**src/hw/rtl/rcwct_divider.sv**
```systemverilog
// ----------------------------------------------------------------------------
// Raycast wall column texel pipelined divider
// Restoring unsigned divider, one quotient bit per stage, with a sideband
// payload and a valid bit that move in step with a shared stall.
// ----------------------------------------------------------------------------
module rcwct_divider #(
  parameter int unsigned NumW = 32,
  parameter int unsigned DenW = 26,
  parameter int unsigned SideW = 8
) (
  input  logic             clk_i,
  input  logic             rst_ni,
  input  logic             en_i,
  input  logic             valid_i,
  input  logic [NumW-1:0]  num_i,
  input  logic [DenW-1:0]  den_i,
  input  logic [SideW-1:0] side_i,
  output logic             valid_o,
  output logic [NumW-1:0]  quot_o,
  output logic [SideW-1:0] side_o
);

  logic vld_q [NumW];
  logic [NumW-1:0] quot_q [NumW];
  logic [DenW-1:0] rem_q [NumW];
  logic [DenW-1:0] den_q [NumW];
  logic [SideW-1:0] side_q [NumW];

  for (genvar s = 0; s < NumW; s++) begin : g_stage
    logic vld_d;
    logic [NumW-1:0] quot_d;
    logic [DenW-1:0] rem_d;
    logic [DenW-1:0] den_d;
    logic [SideW-1:0] side_d;
    logic [DenW+1:0] trial;
    logic [DenW+1:0] shifted;

    if (s == 0) begin : g_first
      assign vld_d = valid_i;
      assign quot_d = num_i;
      assign rem_d = '0;
      assign den_d = den_i;
      assign side_d = side_i;
    end else begin : g_next
      assign vld_d = vld_q[s-1];
      assign quot_d = quot_q[s-1];
      assign rem_d = rem_q[s-1];
      assign den_d = den_q[s-1];
      assign side_d = side_q[s-1];
    end

    assign shifted = {1'b0, rem_d, quot_d[NumW-1]};
    assign trial = shifted - {2'b00, den_d};

    always_ff @(posedge clk_i or negedge rst_ni) begin
      if (!rst_ni) begin
        vld_q[s] <= 1'b0;
      end else if (en_i) begin
        vld_q[s] <= vld_d;
      end
    end

    always_ff @(posedge clk_i) begin
      if (en_i) begin
        if (!trial[DenW+1]) begin
          rem_q[s] <= trial[DenW-1:0];
        end else begin
          rem_q[s] <= shifted[DenW-1:0];
        end
        quot_q[s] <= {quot_d[NumW-2:0], ~trial[DenW+1]};
        den_q[s] <= den_d;
        side_q[s] <= side_d;
      end
    end
  end

  assign valid_o = vld_q[NumW-1];
  assign quot_o = quot_q[NumW-1];
  assign side_o = side_q[NumW-1];

endmodule

```
**config.mk**
```make
export PLATFORM = sky130hd
export DESIGN_NAME = rcwct_divider
export DESIGN_NICKNAME = d
export VERILOG_FILES = /design/src/hw/rtl/rcwct_divider.sv
export SDC_FILE = /design/constraint.sdc
export NUM_CORES = 2
export LEC_CHECK = 0
export BUFFER_PORTS_ARGS = -buffer_cell sky130_fd_sc_hd__buf_2
export CAP_MARGIN = 20
export CORE_MARGIN = 5
export CORE_UTILIZATION = 25
export DETAILED_ROUTE_END_ITERATION = 16
export HOLD_SLACK_MARGIN = 0.15
export PLACE_DENSITY = 0.5
export SLEW_MARGIN = 0
export SYNTH_ARGS = -nofsm -noshare
export SYNTH_HDL_FRONTEND = slang
export SYNTH_SLANG_ARGS = --single-unit
```
**constraint.sdc**
```tcl
create_clock -name clk_i -period 5.1 [get_ports clk_i]
set_input_delay 0.765 -clock clk_i [delete_from_list [all_inputs] [get_ports clk_i]]
set_output_delay 0.765 -clock clk_i [all_outputs]
set_load 0.02 [all_outputs]
```
=== Word level (Yosys, flattened, before mapping) ===
Memories as Yosys holds them, arrays and structs flattened.
Index checks and enable logic that the tools add are counted.
Widths: inputs -> output; s select.

* Bits in registers: 32
* Bits in writable memories: 2944
* Bits of input ports: 70
* Output and inout port bits: 41
* Logic and storage cells: 358
* Memories kept: 4

* $add $sub $neg: 32
* Mux-type cells: 226
* Bitwise operators: 64

{| class="wikitable"
|+ Memories
! name !! words !! bits a word !! rd ports !! clocked after Yosys merged registers in !! wr ports !! line !! source
|-
| quot_q || 32 || 32 || 32 || 0 || 32 || 24 || <nowiki>logic [NumW-1:0] quot_q [NumW];</nowiki>
|-
| den_q || 32 || 26 || 31 || 0 || 32 || 26 || <nowiki>logic [DenW-1:0] den_q [NumW];</nowiki>
|-
| rem_q || 32 || 26 || 31 || 0 || 32 || 25 || <nowiki>logic [DenW-1:0] rem_q [NumW];</nowiki>
|-
| side_q || 32 || 8 || 32 || 0 || 32 || 27 || <nowiki>logic [SideW-1:0] side_q [NumW];</nowiki>
|}

{| class="wikitable"
|+ Operator list
! kind !! number
|-
| $sub 27x26->28 || 31
|-
| $mux 26 || 32
|-
| $mux 1 || 194
|-
| $not 1->1 || 32
|-
| $or 1x1->1 || 32
|-
| $sub 1x26->27 || 1
|}

=== Logic depth before layout (Yosys ltp) ===
An unclocked memory read counts as a cell.

* Depth in word-level cells: 6
* Gate-level depth with buffers: 15
* Gate-level depth less buffers: 14

=== Least setup slack after synthesis ===
No wires, ideal clock.

* Path kind: input to register
* From: input port num_i[31]
* To: memory rem_q[0][11], data pin
* Library setup time: 0.150 ns
* Arrival time: 3.698 ns
* Required time: 4.950 ns
* Setup slack: 1.252 ns
* Stages on the path: 15
* Buffers on the path: 2
* Cell sequence: inv_1 > ha_1 > inv_1 > ha_1 > nand2_1 > or3_4 > or3_4 > or2_1 > or4_1 > buf_2 > or3b_4 > nor4_4 > nor2_2 > buf_6 > nor3_2

{| class="wikitable"
|+ RTL lines
! element !! line !! source
|-
| from (decl) || 15 || <nowiki>input logic [NumW-1:0] num_i,</nowiki>
|-
| to (decl) || 25 ||
|}

==> summary.md <==
| Metric | Value |
|---|---|
| CORE AREA | `544000 um^2` |
| Clock transition at path regs | `0.05 ns` |
| Initial Util | `25.1%` |
| Synth Net Count | `11.2k` |
| Setup crit end kind | `flip-flop` |
| Final setup fails | `0` |
| Syn avg cell area | `13.3 um^2` |
| Synth Flop Type | `edfxtp_1` |
| Min-delay worst type | `flip-flop to flip-flop` |
| Yosys Warn Count | `0` |
| Mapped Cells | `10.3k` |
| Via count | `77.0k` |
| Synth unique cells | `86` |
| Final hold vios | `0` |
| Global-route wire length before repair | `415000 um` |
| Req. time, crit path | `5.79 ns` |
| Reg-to-reg endpoint | `rem_q[1][232]$_DFFE_PP_` |
| DPL Wire Length | `178000 um` |
| Overflow left after global routing | `0` |
| CTS tree | `built` |
| RSZ-0062 raised after global routing | `no` |
| Crit path capture | `rem_q[1][232]$_DFFE_PP_` |
| Ranking of synthesized cells by area | `edfxtp_1 (64%), ha_1 (7.4%), mux2_2 (2.8%)` |
| Initial antenna violation count | `5` |
| Largest net degree at the start of global routing | `174` |
| Critical path class | `flip-flop to flip-flop` |
| Global-route usage over all layers | `8.94%` |
| Layout Nets | `11.6k` |
| Total power | `90800 uW` |
| Vias per cell | `4.23` |
| Die X | `748 um` |
| Least-Margin Pin Slew | `1.14 ns` |
| Post-synth EDFFs | `2892` |
| I/O pins | `111` |
| Fin Setup TNS | `0 ns` |
| Post-CTS Setup Repair Bufs | `0` |
| Period utilisation layout | `84.5%` |
| Max-slew headroom | `23.3%` |
| Clock skew | `0.0972 ns` |
| Crit path time final | `4.31 ns` |
| Startpoint types | `flip-flop` |
| Die Ht | `748 um` |
| TritonCTS Buffers | `353` |
| Critical path peak fanout | `3` |
| Area Growth Syn to Fin | `16.0%` |
| Cells on worst reg2reg path | `15` |
| Bufs on Longest Clock Path | `4` |
| Vias in the first global route | `79.2k` |
| Arrival time at the worst endpoint | `5.00 ns` |
| DP Area | `146000 um^2` |
| Post-synth top area cell | `edfxtp_1` |
| Fmax | `232 MHz` |
| Hold_buf cts | `68` |
| Peak VDD IR | `334 uV` |
| H-tree Lvls | `5` |
| Clk Latency, worst-skew pair | `0.96 ns` |
| Leak | `0.0600 uW` |
| CTS Root Buffer Type | `clkbuf_16` |
| Drt pass-1 iters | `5` |
| 1st-iter DRT viols | `3749` |
| IO buf count | `110` |
| Status | `finished clean` |
| Gpl congestion | `0.813` |
| Rows | `271` |
| Crit path from | `quot_q[1][255]$_DFFE_PP_` |
| Cell area after layout | `158000 um^2` |
| Slew Limit Fails | `0` |
| Residual DRC | `0` |
| WL final | `257000 um` |
| Final core occ | `29.1%` |
| R2r setup slk | `0.79 ns` |
| Seq/Total Area, Yosys | `64.3%` |
| Synth Register Bits | `2924` |
| PwrDens | `574 nW/um^2` |
| Layout cells sized above 1 | `10.1%` |
| CTS resizes | `0` |
| Post-DRT Antenna Nets | `0` |
| WL/cell | `14.1 um` |
| Max-capacitance violation count | `0` |
| Post-synth top area share | `63.7%` |
| Ys async rst share | `1.09%` |
| Reg-to-reg startpoint | `quot_q[1][255]$_DFFE_PP_` |
| Synth Cell Area | `136000 um^2` |
| Area of the die | `560000 um^2` |
| Clock sink count | `2924` |
[critical path, cell delays in order (launching register included)]
cell      delay (ns)
edfxtp_1        0.35
inv_1           0.08
ha_1            0.18
inv_1           0.07
fa_1            0.41
a211o_1         0.36
a211oi_1        0.37
o311ai_0        0.34
a211o_1         0.38
a31oi_1         0.18
buf_4           0.16
o21ai_0         0.17
a311o_1         0.46
a31oi_1         0.22
xnor2_1         0.08
mux2_2          0.25
[cells in the mapped netlist (111+ instances only)]
master / n
nor2_1: 556
mux2_2: 333
o21ai_0: 604
ha_1: 807
o21a_1: 128
a21o_1: 297
nand2_1: 653
xnor2_1: 366
nor3_1: 111
inv_1: 995
xor2_1: 273
edfxtp_1: 2892
clkbuf_1: 168
a21oi_1: 718
[stage by stage]
stage | std cells | hold WS, ns | worst slack [ns]
final | 18200 | 0.329 | 0.793
after global routing | 18200 | 0.264 | 0.576
after CTS | 18200 | 0.211 | 0.817
after detailed placement | 17500 | 0.405 | 0.714
after global placement | 17500 | 0.400 | 0.580
after floorplan | 10300 | 0.400 | 1.25
[layer usage]
metal | vias up | track usage, % | routed length [um]
met2 | 1049 | 16.7 | 132000
met3 | 593 | 1.45 | 8860
met5 | - | 0 | 0
li1 | 38800 | - | -
met4 | 0 | 3.92 | 11200
met1 | 36600 | 9.93 | 104000
[cell families (layout without fill, tap and decap cells)]
kind of cell,count (synthesis),after routing,share of synthesized area (%)
compound gates,2355,2355,10.8
buf+inv,1206,1907,3.35
xor+xnor,639,639,4.11
flops,2924,2924,64.3
fa+ha+maj,837,837,7.85
simple gates,1947,1947,6.63
mux,363,363,2.97
other cells,0,16,0
[power by group]
part	switching, uW	internal (uW)	total [uW]
registers	2370	33100	35500
clock network	10100	14400	24500
logic	16800	13900	30800
total	29400	61400	90800
[registers in the layout, summed over array words and instances, names as in the netlist]
register       flops
den_q            806
g_stage.vld_d     31
quot_q          1024
rem_q            806
side_q           256
valid_o            1
[layout make-up]
type	instances	area [um^2]
Fill cell	55100	386000
Sequential cell	2924	87600
Multi-Input combinational cell	6141	44100
Clock buffer	429	9280
Tap cell	7234	9050
Inverter	995	3730
Timing Repair Buffer	275	2150
Clock inverter	208	2070
Antenna cell	16	40.0
[layout by cell type (no fill, tap or decap), types with 107 or more instances in the layout]
cell type,n
buf_2,109
nand3_1,107
clkbuf_16,359
xnor2_1,366
ha_1,807
inv_1,995
a21o_1,297
xor2_1,273
mux2_2,333
nand2_1,653
o21ai_0,603
edfxtp_1,2892
o21a_1,128
nor3_1,110
a21oi_1,716
nor2_1,555
nand2b_1,108
[worst min path at each step]
stage	start	end	slack, ns	cells after the start
finish	quot_q[0][189]$_DFFE_PP_	quot_q[0][222]$_DFFE_PP_	0.33	0
global route	en_i	rem_q[1][23]$_DFFE_PP_	0.26	1
CTS	en_i	quot_q[1][33]$_DFFE_PP_	0.21	1
detailed placement	quot_q[0][85]$_DFFE_PP_	quot_q[0][118]$_DFFE_PP_	0.40	0
global placement	quot_q[0][253]$_DFFE_PP_	quot_q[0][286]$_DFFE_PP_	0.40	0
floorplan	quot_q[0][67]$_DFFE_PP_	quot_q[0][100]$_DFFE_PP_	0.40	0
No activity file was read; power rests on OpenSTA's default activity.
